<file path="src/cnms_pkg.sv">
package cnms_pkg;

  localparam int MAX_WIDTH  = 1024;
  localparam int MAX_HEIGHT = 1024;
  localparam int MAG_BITS   = 16;
  localparam int ANGLE_BITS = 16;
  localparam int CFG_BITS   = 11;
  localparam int COL_BITS   = $clog2(MAX_WIDTH);
  localparam int ROW_BITS   = $clog2(MAX_HEIGHT);
  localparam int Q_DEPTH    = 4;
  localparam int Q_AW       = $clog2(Q_DEPTH);

  // half of a 45-degree sector: 1/16 turn
  localparam logic [ANGLE_BITS-1:0] HALF_SECTOR = ANGLE_BITS'(1) << (ANGLE_BITS - 4);

  localparam logic [1:0] REG_SRC_WIDTH  = 2'd0;
  localparam logic [1:0] REG_SRC_HEIGHT = 2'd1;

  typedef enum logic [1:0] {
    AXIS_EW   = 2'd0,
    AXIS_DIAG = 2'd1,
    AXIS_NS   = 2'd2,
    AXIS_ANTI = 2'd3
  } axis_t;

  typedef struct packed {
    logic [MAG_BITS-1:0]   mag;
    logic [ANGLE_BITS-1:0] ang;
  } pix_t;

  typedef struct packed {
    pix_t up;
    pix_t mid;
  } line_t;

  typedef struct packed {
    pix_t up;
    pix_t mid;
    pix_t cur;
    logic emit;
    logic row_end;
    logic frame_end;
  } job_t;

  typedef struct packed {
    logic [MAG_BITS-1:0]          in_magnitude;
    logic signed [ANGLE_BITS-1:0] in_angle;
  } in_item_t;

  typedef struct packed {
    logic [MAG_BITS-1:0]          out_magnitude;
    logic signed [ANGLE_BITS-1:0] out_angle;
    logic                         row_end;
    logic                         frame_end;
  } out_item_t;

  // last column index for a padded row length, clamped to [3, MAX_WIDTH]
  function automatic logic [COL_BITS-1:0] width_last(input logic [CFG_BITS-1:0] v);
    logic [CFG_BITS-1:0] t;
    if (v < CFG_BITS'(3)) begin
      t = CFG_BITS'(3);
    end else if (v > CFG_BITS'(MAX_WIDTH)) begin
      t = CFG_BITS'(MAX_WIDTH);
    end else begin
      t = v;
    end
    t = t - CFG_BITS'(1);
    return t[COL_BITS-1:0];
  endfunction

  function automatic logic [ROW_BITS-1:0] height_last(input logic [CFG_BITS-1:0] v);
    logic [CFG_BITS-1:0] t;
    if (v < CFG_BITS'(3)) begin
      t = CFG_BITS'(3);
    end else if (v > CFG_BITS'(MAX_HEIGHT)) begin
      t = CFG_BITS'(MAX_HEIGHT);
    end else begin
      t = v;
    end
    t = t - CFG_BITS'(1);
    return t[ROW_BITS-1:0];
  endfunction

endpackage

</file>
<file path="src/cnms_back.sv">
module cnms_back (
  input  logic                clk,
  input  logic                rst_n,
  input  logic                q_valid,
  input  cnms_pkg::job_t      q_head,
  output logic                q_pop,
  output logic                out_empty,
  input  logic                out_pop,
  output cnms_pkg::out_item_t out_data
);

  // window: [0..2] column c-2 top..bottom, [3..5] column c-1
  cnms_pkg::pix_t win_r [6];

  cnms_pkg::out_item_t ob_r [2];
  logic                ob_wr_r;
  logic                ob_rd_r;
  logic [1:0]          ob_cnt_r;

  logic [cnms_pkg::ANGLE_BITS-1:0] ang_rot;
  cnms_pkg::axis_t                 axis;
  logic [cnms_pkg::MAG_BITS-1:0]   m;
  logic                            keep;
  logic                            ob_space;
  logic                            ob_push;
  logic                            ob_pop;
  cnms_pkg::out_item_t             res;

  assign m       = win_r[4].mag;
  assign ang_rot = win_r[4].ang + cnms_pkg::HALF_SECTOR;
  assign axis    = cnms_pkg::axis_t'(ang_rot[cnms_pkg::ANGLE_BITS-2 -: 2]);

  always_comb begin
    unique case (axis)
      cnms_pkg::AXIS_EW:   keep = (m > win_r[1].mag) && (m > q_head.mid.mag);
      cnms_pkg::AXIS_DIAG: keep = (m > win_r[0].mag) && (m > q_head.cur.mag);
      cnms_pkg::AXIS_NS:   keep = (m > win_r[3].mag) && (m > win_r[5].mag);
      cnms_pkg::AXIS_ANTI: keep = (m > win_r[2].mag) && (m > q_head.up.mag);
      default:             keep = 1'b0;
    endcase
  end

  assign res = '{out_magnitude: keep ? m : '0, out_angle: win_r[4].ang,
                 row_end: q_head.row_end, frame_end: q_head.frame_end};

  assign ob_pop   = out_pop && !out_empty;
  assign ob_space = (ob_cnt_r != 2'd2) || ob_pop;
  // non-emitting items only shift the window and never wait on the output
  assign q_pop    = q_valid && (!q_head.emit || ob_space);
  assign ob_push  = q_pop && q_head.emit;

  always_ff @(posedge clk) begin
    if (q_pop) begin
      win_r[0] <= win_r[3];
      win_r[1] <= win_r[4];
      win_r[2] <= win_r[5];
      win_r[3] <= q_head.up;
      win_r[4] <= q_head.mid;
      win_r[5] <= q_head.cur;
    end
    if (ob_push) begin
      ob_r[ob_wr_r] <= res;
    end
  end

  always_ff @(posedge clk) begin
    if (!rst_n) begin
      ob_wr_r  <= 1'b0;
      ob_rd_r  <= 1'b0;
      ob_cnt_r <= 2'd0;
    end else begin
      if (ob_push) begin
        ob_wr_r <= !ob_wr_r;
      end
      if (ob_pop) begin
        ob_rd_r <= !ob_rd_r;
      end
      case ({ob_push, ob_pop})
        2'b10:   ob_cnt_r <= ob_cnt_r + 2'd1;
        2'b01:   ob_cnt_r <= ob_cnt_r - 2'd1;
        default: ob_cnt_r <= ob_cnt_r;
      endcase
    end
  end

  assign out_empty = (ob_cnt_r == 2'd0);
  assign out_data  = ob_r[ob_rd_r];

endmodule

</file>
<file path="config.mk">
export PLATFORM = sky130hd
export DESIGN_NAME = cnms_back
export DESIGN_NICKNAME = d
export VERILOG_FILES = /design/src/cnms_pkg.sv /design/src/cnms_back.sv
export SDC_FILE = /design/constraint.sdc
export NUM_CORES = 1
export LEC_CHECK = 0
export BUFFER_PORTS_ARGS = -buffer_cell sky130_fd_sc_hd__clkbuf_2
export CORE_MARGIN = 2
export CORE_UTILIZATION = 50
export DETAILED_ROUTE_END_ITERATION = 8
export PLACE_DENSITY = 0.71
export SKIP_CTS_REPAIR_TIMING = 1
export SYNTH_ARGS = -nofsm -noshare
export SYNTH_HDL_FRONTEND = slang
export SYNTH_SLANG_ARGS = --single-unit
</file>
<file path="constraint.sdc">
create_clock -name clk -period 12.1 [get_ports clk]
set_input_delay 1.815 -clock clk [delete_from_list [all_inputs] [get_ports clk]]
set_output_delay 1.815 -clock clk [all_outputs]
set_load 0.01 [all_outputs]
</file>
==> results.cfg <==
[sta]
setup_ws_ns = 7.25
finalSetupTns_ns = 0
fin_crit_ns = 4.85
setup_violations = 0
slew_viol_final = 0
tightest_slew_ns = 1.01
finalHoldViolations = 0
max_freq_mhz = 206
fin_skew_ns = 0.00814
rsz0062_at_grt = false
post-route-period-util = 0.400
slew_headroom = 0.325

[floorplanning]
pin_count = 139
die_h_um = 143
core_area_sq_mm = 0.0188
dieArea_sq_mm = 0.0204
start_util = 0.511
chipWidth_um = 143
row_count = 50

[worst_setup_path]
worstRegToRegCells = 7
cp_top_family = buffers and inverters
timing.critical_path.mode_cell = clkbuf_2
crit_path_max_fanout = 45
cp_cell_sequence = clkbuf_2 -> nor4bb_1 -> nor2b_4 -> buf_4 -> clkbuf_2
r2r_slack_ns = 8.77
crit_path_end_kind = output port
slowest_stage = nor4bb_1
cp.arrival_ns = 3.03
worstReg2RegStart = win_r[4][25]
critical-path-max-stage-delay_ns = 0.49
reg2reg_to = ob_r[0][26]
path_class = input port to output port
startpoint_type = input port
cp_num_buf_inv = 3
required_ns = 10.28

[synthesis]
async_flop_share = 0
syn_inst = 726
syn-num-nets = 959
syn_area_sq_mm = 0.00963
avgSynthCellArea_sq_um = 13.3
ys_ff_latch = 185
yosysSeqAreaShare = 0.572
synth_edf_count = 180
synthTopCellsByArea = edfxtp_1 (56%), ha_1 (17%), inv_1 (5.5%), mux2_2 (4.0%), a21oi_1 (2.8%)
synth_area_leader_cell = edfxtp_1
synth-main-ff-cell = edfxtp_1
synthDistinctLibCells = 55
synth_top_area_share = 0.561
yosys_warnings = 0

[power]
pwr-share-clk = 0.332
seq_power_share = 0.492
switching_power_mw = 0.442
power_density_mw_per_mm2 = 144
internal_power_mw = 1.15
p_leak_nw = 4.84
sw_frac_of_total = 0.278
ir_worst_vdd_uv = 105
pwr-share-comb = 0.176

[worst_hold_path]
min_path_type = register to register
hp-start = win_r[4][4]
min_to = ob_r[1][6]
holdPathStages = 0

[cells_and_area]
syn_to_final_growth_pct = 14.6
fillerInstances = 1537
drive_gt1_frac = 0.235
nNetsFinal = 1081
layout_common_cells = edfxtp_1 (180), inv_1 (141), ha_1 (130), clkbuf_2 (106), a21oi_1 (53)
fin_util = 0.586
layout_commonest_cell = edfxtp_1
antenna_cells = 0

[clocking]
clkSinkCount = 185
cts_buffer_depth = 2
clock_latency_ns = 0.43
clock-root-buffer = clkbuf_16
clk_pin_slew_worst_paths_ns = 0.07
htreeDepth = 4
cts_buffers = 17
cts_tree = done

[routing]
drtAntennaViolNets = 0
detail_route.vias_per_cell = 5.22
wl_per_cell_um = 16.0
drt_first_pass_iters = 5
drt_iter0_drc = 296
routed_wirelength_um = 17900
drc = 0
vias = 5856

[global_routing]
grt_usage = 0.187
grt_pass1_wl_um = 28800
grt.overflow.total = 0
grt_max_degree = 72
grt_pass1_vias = 5901
antenna_found_initial = 0

[place]
io_buffers = 106
hpwl_um = 13500
dpl_worst_slack_ns = 7.24
place_congestion = 0.839

[status]
outcome = complete, no violations

[run]
cap_violations = 0
## worst max path at each step
| stage | from | to | slack (ns) | cells past startpoint |
|---|---|---|---|---|
| final | q_head[2] | q_pop | 7.25 | 5 |
| after global routing | q_head[2] | q_pop | 7.17 | 5 |
| after CTS | q_head[2] | q_pop | 7.24 | 5 |
| after detailed placement | q_head[2] | q_pop | 7.24 | 5 |
| after global placement | q_head[2] | q_pop | 7.31 | 5 |
| after floorplan | q_head[2] | ob_r[0][0] | 2.34 | 4 |
## area by class of cell
cell class                      count  area (sq um)  share of cell area
Inverter                          141           529              0.0480
Timing Repair Buffer              110           561              0.0508
Sequential cell                   185          5510               0.499
Clock buffer                       17           425              0.0386
Multi-Input combinational cell    393          3550               0.322
Tap cell                          260           325              0.0295
Clock inverter                     15           133              0.0120
## layer usage
layer  GRT usage  part of all wire  vias to the layer above
met2       0.318              0.48                      166
met3      0.0396             0.063                       28
met4      0.0693             0.022                        0
met1       0.237              0.43                     2741
li1            -                 -                     2921
met5           0                 0                        -
## cell families after synthesis
family          synth area share
fa+ha+maj                  0.169
compound gates            0.0955
simple gates              0.0598
flops                      0.572
xor+xnor                 0.00364
mux                       0.0398
buf+inv                   0.0606
## cell usage after synthesis, types with 4 or more instances
library cell    n
xnor2_1         4
a211oi_1        8
nor2_1         10
nand3_1         8
o21ai_0        13
o211ai_1        6
a21o_1          9
clkbuf_1        4
dfxtp_1         5
a211oi_2       10
and4_1          4
nand4_1        23
nor4_1          4
nand2_1        26
edfxtp_1      180
a21oi_1        53
inv_1         141
ha_1          130
nor2b_1        11
mux2_2         34
## power groups by stage
| stage | Combinational (mW) | Clock, mW | Sequential [mW] |
|---|---|---|---|
| floorplan | 0.203 | 0 | 0.790 |
| global placement | 0.275 | 0 | 0.797 |
| detailed placement | 0.282 | 0 | 0.799 |
| CTS | 0.285 | 0.538 | 0.785 |
| global route | 0.317 | 0.565 | 0.790 |
| finish | 0.280 | 0.528 | 0.784 |
## stage by stage
stage                     area (sq um)  hold slack, ns  std cells  power (mW)
after floorplan                   9630           0.421        726       0.992
final                            11000           0.444       1121        1.59
after detailed placement         10500           0.430       1089        1.08
after global routing             11000           0.449       1121        1.67
after global placement           10500           0.422       1089        1.07
after CTS                        11000           0.446       1121        1.61
## sequential cells by signal, summed over array words and instances, names as in the netlist, named ones only
signal,count
ob_cnt_r,2
ob_r,68
ob_rd_r,1
ob_wr_r,1
win_r,112
(Power assumes the default switching activity.)
