`config.mk`:
```
export PLATFORM = sky130hd
export DESIGN_NAME = cnms_queue
export DESIGN_NICKNAME = d
export VERILOG_FILES = /design/src/cnms_pkg.sv /design/src/cnms_queue.sv
export SDC_FILE = /design/constraint.sdc
export NUM_CORES = 1
export LEC_CHECK = 0
export ABC_AREA = 1
export BUFFER_PORTS_ARGS = -buffer_cell sky130_fd_sc_hd__buf_2
export CAP_MARGIN = 30
export CORE_MARGIN = 2
export CORE_UTILIZATION = 35
export DETAILED_ROUTE_END_ITERATION = 8
export PLACE_DENSITY = 0.56
export SYNTH_ARGS = -nofsm -noshare
export SYNTH_HDL_FRONTEND = slang
export SYNTH_SLANG_ARGS = --single-unit
```
`constraint.sdc`:
```
create_clock -name clk -period 3.75 [get_ports clk]
set_input_delay 0 -clock clk [delete_from_list [all_inputs] [get_ports clk]]
set_output_delay 0 -clock clk [all_outputs]
set_load 0.02 [all_outputs]
```
`src/cnms_pkg.sv`:
```
package cnms_pkg;

  localparam int MAX_WIDTH  = 1024;
  localparam int MAX_HEIGHT = 1024;
  localparam int MAG_BITS   = 16;
  localparam int ANGLE_BITS = 16;
  localparam int CFG_BITS   = 11;
  localparam int COL_BITS   = $clog2(MAX_WIDTH);
  localparam int ROW_BITS   = $clog2(MAX_HEIGHT);
  localparam int Q_DEPTH    = 4;
  localparam int Q_AW       = $clog2(Q_DEPTH);

  // half of a 45-degree sector: 1/16 turn
  localparam logic [ANGLE_BITS-1:0] HALF_SECTOR = ANGLE_BITS'(1) << (ANGLE_BITS - 4);

  localparam logic [1:0] REG_SRC_WIDTH  = 2'd0;
  localparam logic [1:0] REG_SRC_HEIGHT = 2'd1;

  typedef enum logic [1:0] {
    AXIS_EW   = 2'd0,
    AXIS_DIAG = 2'd1,
    AXIS_NS   = 2'd2,
    AXIS_ANTI = 2'd3
  } axis_t;

  typedef struct packed {
    logic [MAG_BITS-1:0]   mag;
    logic [ANGLE_BITS-1:0] ang;
  } pix_t;

  typedef struct packed {
    pix_t up;
    pix_t mid;
  } line_t;

  typedef struct packed {
    pix_t up;
    pix_t mid;
    pix_t cur;
    logic emit;
    logic row_end;
    logic frame_end;
  } job_t;

  typedef struct packed {
    logic [MAG_BITS-1:0]          in_magnitude;
    logic signed [ANGLE_BITS-1:0] in_angle;
  } in_item_t;

  typedef struct packed {
    logic [MAG_BITS-1:0]          out_magnitude;
    logic signed [ANGLE_BITS-1:0] out_angle;
    logic                         row_end;
    logic                         frame_end;
  } out_item_t;

  // last column index for a padded row length, clamped to [3, MAX_WIDTH]
  function automatic logic [COL_BITS-1:0] width_last(input logic [CFG_BITS-1:0] v);
    logic [CFG_BITS-1:0] t;
    if (v < CFG_BITS'(3)) begin
      t = CFG_BITS'(3);
    end else if (v > CFG_BITS'(MAX_WIDTH)) begin
      t = CFG_BITS'(MAX_WIDTH);
    end else begin
      t = v;
    end
    t = t - CFG_BITS'(1);
    return t[COL_BITS-1:0];
  endfunction

  function automatic logic [ROW_BITS-1:0] height_last(input logic [CFG_BITS-1:0] v);
    logic [CFG_BITS-1:0] t;
    if (v < CFG_BITS'(3)) begin
      t = CFG_BITS'(3);
    end else if (v > CFG_BITS'(MAX_HEIGHT)) begin
      t = CFG_BITS'(MAX_HEIGHT);
    end else begin
      t = v;
    end
    t = t - CFG_BITS'(1);
    return t[ROW_BITS-1:0];
  endfunction

endpackage

```
`src/cnms_queue.sv`:
```
module cnms_queue (
  input  logic                    clk,
  input  logic                    rst_n,
  input  logic                    push,
  input  cnms_pkg::job_t          push_data,
  input  logic                    pop,
  output logic                    valid,
  output cnms_pkg::job_t          head,
  output logic [cnms_pkg::Q_AW:0] level
);

  cnms_pkg::job_t              slot_r [cnms_pkg::Q_DEPTH];
  logic [cnms_pkg::Q_AW-1:0]   wr_ptr_r;
  logic [cnms_pkg::Q_AW-1:0]   rd_ptr_r;
  logic [cnms_pkg::Q_AW:0]     cnt_r;
  logic                        do_pop;

  assign valid  = (cnt_r != '0);
  assign head   = slot_r[rd_ptr_r];
  assign level  = cnt_r;
  assign do_pop = pop && valid;

  always_ff @(posedge clk) begin
    if (!rst_n) begin
      wr_ptr_r <= '0;
      rd_ptr_r <= '0;
      cnt_r    <= '0;
    end else begin
      if (push) begin
        wr_ptr_r <= wr_ptr_r + cnms_pkg::Q_AW'(1);
      end
      if (do_pop) begin
        rd_ptr_r <= rd_ptr_r + cnms_pkg::Q_AW'(1);
      end
      case ({push, do_pop})
        2'b10:   cnt_r <= cnt_r + (cnms_pkg::Q_AW+1)'(1);
        2'b01:   cnt_r <= cnt_r - (cnms_pkg::Q_AW+1)'(1);
        default: cnt_r <= cnt_r;
      endcase
    end
  end

  always_ff @(posedge clk) begin
    if (push) begin
      slot_r[wr_ptr_r] <= push_data;
    end
  end

endmodule

```
==> results of run 1 <==
## power breakdown
part | total, W | internal, W | leakage [nW] | switching, W
clock | 0.00402 | 0.00234 | 0.649 | 0.00168
sequential | 0.00530 | 0.00519 | 3.71 | 0.000110
combinational | 0.00223 | 0.000686 | 2.30 | 0.00155
## timing repair
action                    CTS  global route
resized for setup           0             0
hold buffers              102             0
hold endpoints to repair  405             0
## critical path: cells and delay by family, from the launching register on
kind / cells / cell delay (ps)
buf+inv: 2 / 1020
compound gates: 2 / 470
flops: 1 / 730
## metrics by stage
| step | utilization (%) | std cells | total power, W | worst slack [ps] |
|---|---|---|---|---|
| after floorplan | - | 1022 | 0.00681 | 797 |
| after global placement | 38.8 | 1721 | 0.00757 | 1400 |
| after detailed placement | 38.8 | 1721 | 0.00758 | 1390 |
| after CTS | 44.3 | 1900 | 0.0117 | 796 |
| after global routing | 44.3 | 1902 | 0.0121 | 623 |
| final | 44.3 | 1903 | 0.0115 | 892 |
## cell families after synthesis
logic type      after synthesis  share of synthesized area [%]
flops                       405                           79.9
simple gates                222                           5.54
compound gates              306                           11.0
buf+inv                      83                           3.02
fa+ha+maj                     6                          0.547
## registers in the layout (all words and copies together) (netlist names), named ones only
| name | cells |
|---|---|
| wr_ptr_r | 2 |
| slot_r | 396 |
| level | 3 |
| rd_ptr_r | 2 |
## final timing paths
check | startpoint | to | slack (ps) | cells after the start
max reg2reg | wr_ptr_r[0] | slot_r[0][90] | 1760 | 5
min reg2reg | rd_ptr_r[1] | flop | 520 | 2
min | push_data[25] | slot_r[3][25] | 200 | 2
max | flop | head[42] | 890 | 4
## layout by cell type (no fill, tap or decap)
master,instances
o21ai_1,22
o22ai_1,99
clkbuf_1,11
buf_4,6
clkinv_1,8
inv_6,4
clkbuf_16,45
a21oi_1,5
inv_4,4
nand3_1,3
clkinvlp_4,1
bufinv_16,2
o21ai_0,180
ha_1,5
edfxtp_1,396
dlygate4sd3_1,102
clkinv_2,7
diode_2,3
buf_12,6
clkinv_4,1
buf_2,205
fa_1,1
nor2_1,204
nand2_1,15
inv_1,13
dfxtp_1,7
dfxtp_4,2
## layer usage
metal | GRT usage [%] | wire length (µm) | vias up
met1 | 20.3 | 15700 | 4578
li1 | - | - | 4458
met4 | 4.27 | 601 | 2
met2 | 25.4 | 16800 | 228
met5 | 0 | 13 | -
met3 | 4.30 | 2120 | 48
## layout make-up
class | count | area, µm² | area share (%)
clock buffer | 56 | 1170 | 6.15
antenna | 3 | 7.51 | 0.0396
multi-input combinational | 534 | 2570 | 13.6
timing repair buffer | 319 | 2210 | 11.7
inverter | 19 | 91.3 | 0.481
clock inverter | 21 | 159 | 0.837
tap | 546 | 683 | 3.60
sequential | 405 | 12100 | 63.7
==> summary.md, run 1 <==
| Metric | Value |
|---|---|
| Top cell type's share of synthesized area | `78.7%` |
| Register area share after synthesis | `between 70 and 80%` |
| Clk sinks | `405` |
| Area grow syn2layout | `25.6%` |
| Maximum clock rate | `350 MHz` |
| Row cnt | `76` |
| DRT Wirelength | `35.2 mm` |
| Initial antenna violation count | `4` |
| Main synth FF type | `edfxtp_1` |
| Asr flop ratio synth | `0%` |
| Die Area | `44800 µm²` |
| CP max-delay cell | `clkinv_4` |
| Total congestion overflow | `0` |
| Core area | `between 40000 and 50000 µm²` |
| Number of hold violations in the final report | `0` |
| Ys Warns | `0` |
| Max_cap viols | `0` |
| Largest net degree at the start of global routing | `102` |
| Power per cell area | `608 nW/µm²` |
| Mapped cell area | `approximately 15000 µm²` |
| Crit-path max cell delay | `840 ps` |
| Final worst path period share | `76.2%` |
| Post-detailed-route count of antenna-violating nets | `0` |
| Aggregate global-route resource usage | `between 10% and 20%` |
| Die Y | `around 210 µm` |
| CTS max path bufs | `3` |
| Fin area | `19000 µm²` |
| Synth top cells by count | `edfxtp_1, nor2_1, o21ai_0` |
| Clk root buf | `clkbuf_16` |
| Placed instance area | `approximately 17000 µm²` |
| Initial DRC count | `between 500 and 600` |
| Vias per cell | `just under 5` |
| Final TNS setup | `0 ps` |
| Number of flops mapped to enable cells by yosys | `396` |
| Avg Inst Size Synth | `14.8 µm²` |
| Outcome | `completed` |
| Synth unique cells | `19` |
| Worst VDD drop | `408 µV` |
| CP Cell Sequence | `clkinv_4 > o21ai_0 > o22ai_1 > buf_2` |
| Initial Utilization | `35.3%` |
| Num CTS Buffers | `44` |
| Skew-Pair Late Insertion Delay | `550 ps` |
| Post-synthesis register bit count | `405` |
| Routed len/inst | `approximately 18 µm` |
| Min-delay worst type | `input port to flop` |
| CP startpoint kind | `flop` |
| GPL Wtd Cong | `0.720` |
| Cell taking the most area after synthesis | `edfxtp_1` |
| I/O pin cnt | `about 210` |
| Mapped Nets | `1131` |
| Post-CTS Repair Setup Buffers | `0` |
| LEAKAGE | `6.66 nW` |
| Final setup viols | `0` |
| CP Capture Type | `primary output` |
| Die Wd | `212 µm` |
| Most frequent cell after synthesis | `edfxtp_1` |
| Tightest Pin Transition | `839 ps` |
| Skew final | `12.3 ps` |
| Number of global-route vias before repair | `between 9000 and 10000` |
| Worst relative slew slack | `44.1%` |
| Global-route wire length before repair | `52.9 mm` |
| Top cells by area, synth | `edfxtp_1, o21ai_0, nor2_1, o22ai_1, dfxtp_1` |
| RSZ-0062 raised after global routing | `no` |
| Max-slew violations | `0` |
| Kind of critical path | `flop to primary output` |
| Crit-path max FO | `99` |
| DRC viols | `0` |
| DRT Pass-1 Iters | `6` |
| DP HPWL | `18.9 mm` |
| CP arrival | `about 2900 ps` |
| Post-Synthesis Cells | `1022` |
| WP data required | `between 3000 and 4000 ps` |
| Fillers | `3873` |
| PortBufs | `205` |
| Register clock-pin slew on the reported worst setup and hold paths | `60 ps` |
| Post-layout min period | `2860 ps` |
| Layout cells sized above 1 | `a little over a fifth` |
| CTS tree | `done` |
| Routed vias | `9314` |
| Hold slack | `198 ps` |
| # nets final | `1432` |
| Total number of H-tree levels | `2` |
(Power assumes the default switching activity.)
==> inputs of run 2 (changes only) <==
clock period = 2.8 ns   (was 3.75 ns; I/O delays follow)
==> summary.md, run 2 (synthesis gave the netlist of run 1 again) <==
| Metric | Value |
|---|---|
| I/O pin cnt | `206` |
| Skew-Pair Late Insertion Delay | `540 ps` |
| Final setup viols | `0` |
| CP Cell Sequence | `inv_6 > buf_4 > o21ai_0 > o22ai_1 > buf_2` |
| Power per cell area | `824 nW/µm²` |
| Worst relative slew slack | `between 60% and 70%` |
| Layout cells sized above 1 | `21.3%` |
| # nets final | `1440` |
| CP max-delay cell | `dfxtp_4` |
| Initial Utilization | `a little over a third` |
| Kind of critical path | `flop to primary output` |
| Met3 usage | `a little over 4%` |
| Hold slack | `between 200 and 250 ps` |
| Logic pwr share | `19.3%` |
| Core area | `42800 µm²` |
| Global-route wire length before repair | `about 53 mm` |
| PortBufs | `205` |
| Fin worst setup slack | `510 ps` |
| Met1 Usage GRT | `20.1%` |
| Vias per cell | `just under 5` |
| Top reg by flops | `slot_r` |
| DRC viols | `0` |
| GPL Wtd Cong | `0.701` |
| Internal power | `0.0114 W` |
| Met2 Usage GRT | `about a quarter` |
| Initial antenna violation count | `1` |
| Place WS | `817 ps` |
| CTS max path bufs | `3` |
| Sw frac | `27.8%` |
| Crit-path max cell delay | `between 400 and 500 ps` |
| DP HPWL | `19.0 mm` |
| Most frequent cells in the layout | `edfxtp_1, buf_2, nor2_1, o21ai_0, dlygate4sd3_1` |
| Die Wd | `approximately 210 µm` |
| LEAKAGE | `6.75 nW` |
| Routed len/inst | `between 15 and 20 µm` |
| Routed vias | `slightly above 9000` |
| Die Y | `212 µm` |
| Worst VDD drop | `573 µV` |
| Number of global-route vias before repair | `approximately 9300` |
| Maximum clock rate | `between 400 and 500 MHz` |
| Outcome | `completed` |
| WP data required | `2800 ps` |
| Max reg flops | `396` |
| Skew final | `6.79 ps` |
| CP arrival | `2290 ps` |
| Initial DRC count | `574` |
| Clk pwr share | `a little over a third` |
| Antenna Diode Count | `0` |
| Max-slew violations | `0` |
| Tot Pwr | `around 0.016 W` |
| Number of hold violations in the final report | `0` |
| Commonest non-fill, non-tap cell in the layout | `edfxtp_1` |
| Clk sinks | `approximately 400` |
| Clk root buf | `clkbuf_16` |
| Post-detailed-route count of antenna-violating nets | `0` |
| Die Area | `44800 µm²` |
| Final TNS setup | `0 ps` |
| Final core occ | `44.9%` |
| Post-layout min period | `between 2000 and 2500 ps` |
| Num CTS Buffers | `44` |
| Row cnt | `76` |
| Switch Pwr | `0.00440 W` |
| DRT Wirelength | `~35 mm` |
| Tightest Pin Transition | `556 ps` |
| Sequential power share | `44.6%` |
| Aggregate global-route resource usage | `15.4%` |
| CTS tree | `done` |
| CP Capture Type | `primary output` |
| Final worst path period share | `81.8%` |
| Area grow syn2layout | `27.2%` |
| Min-delay worst type | `input port to flop` |
| Largest net degree at the start of global routing | `100` |
| Crit-path max FO | `38` |
| Total number of H-tree levels | `2` |
| DRT Pass-1 Iters | `4` |
| RSZ-0062 raised after global routing | `no` |
| Total congestion overflow | `0` |
| Register clock-pin slew on the reported worst setup and hold paths | `60 ps` |
| CTS resizes | `0` |
| CP startpoint kind | `flop` |
| Gr busiest metal | `met2` |
| Max_cap viols | `0` |
[run 2: critical path, delay by kind of cell (launching register included)]
kind	cells	cell delay, ps
buffers and inverters	3	910
flip-flops	1	480
AO/OA/AOI/OAI	2	320
[run 2: worst paths after layout]
check        cells past startpoint  slack, ps            end     startpoint
max reg2reg                      5        860  slot_r[0][97]    wr_ptr_r[0]
max                              5        510       head[57]           flop
min                              2        210  slot_r[0][11]  push_data[11]
min reg2reg                      2        530    wr_ptr_r[1]    wr_ptr_r[1]
[run 2: layout make-up]
| type | instances | area (µm²) |
|---|---|---|
| multi-input combinational | 534 | 2570 |
| sequential | 405 | 12100 |
| tap | 546 | 683 |
| inverter | 19 | 96.3 |
| fill | 3853 | 23600 |
| clock buffer | 58 | 1190 |
| timing repair buffer | 327 | 2360 |
| clock inverter | 16 | 224 |
[run 2: power by group through the flow]
stage,sequential (W),clock [W],combinational (W)
finish,0.00706,0.00573,0.00305
global route,0.00708,0.00614,0.00335
CTS,0.00706,0.00591,0.00311
detailed placement,0.00719,0,0.00298
global placement,0.00718,0,0.00295
floorplan,0.00715,0,0.00196
[run 2: metal layers]
metal,share of wire [%],wire [µm],vias to the layer above
met1,44,15200,4588
met3,6.1,2140,50
met4,2.0,685,2
met2,48,16800,222
li1,-,-,4459
met5,0.037,13,-
[run 2: through the flow]
stage	cells	area [µm²]
2_1_floorplan	1022	15100
3_3_place_gp	1728	16800
3_5_place_dp	1728	16800
4_1_cts	1905	19200
5_1_grt	1905	19200
6_report	1905	19200
[run 2: what timing repair did]
| item | in CTS | in global routing |
|---|---|---|
| setup endpoints to repair | 0 | 0 |
| hold buffers | 103 | 0 |
| buffers inserted | 0 | 0 |
| hold endpoints to repair | 405 | 0 |
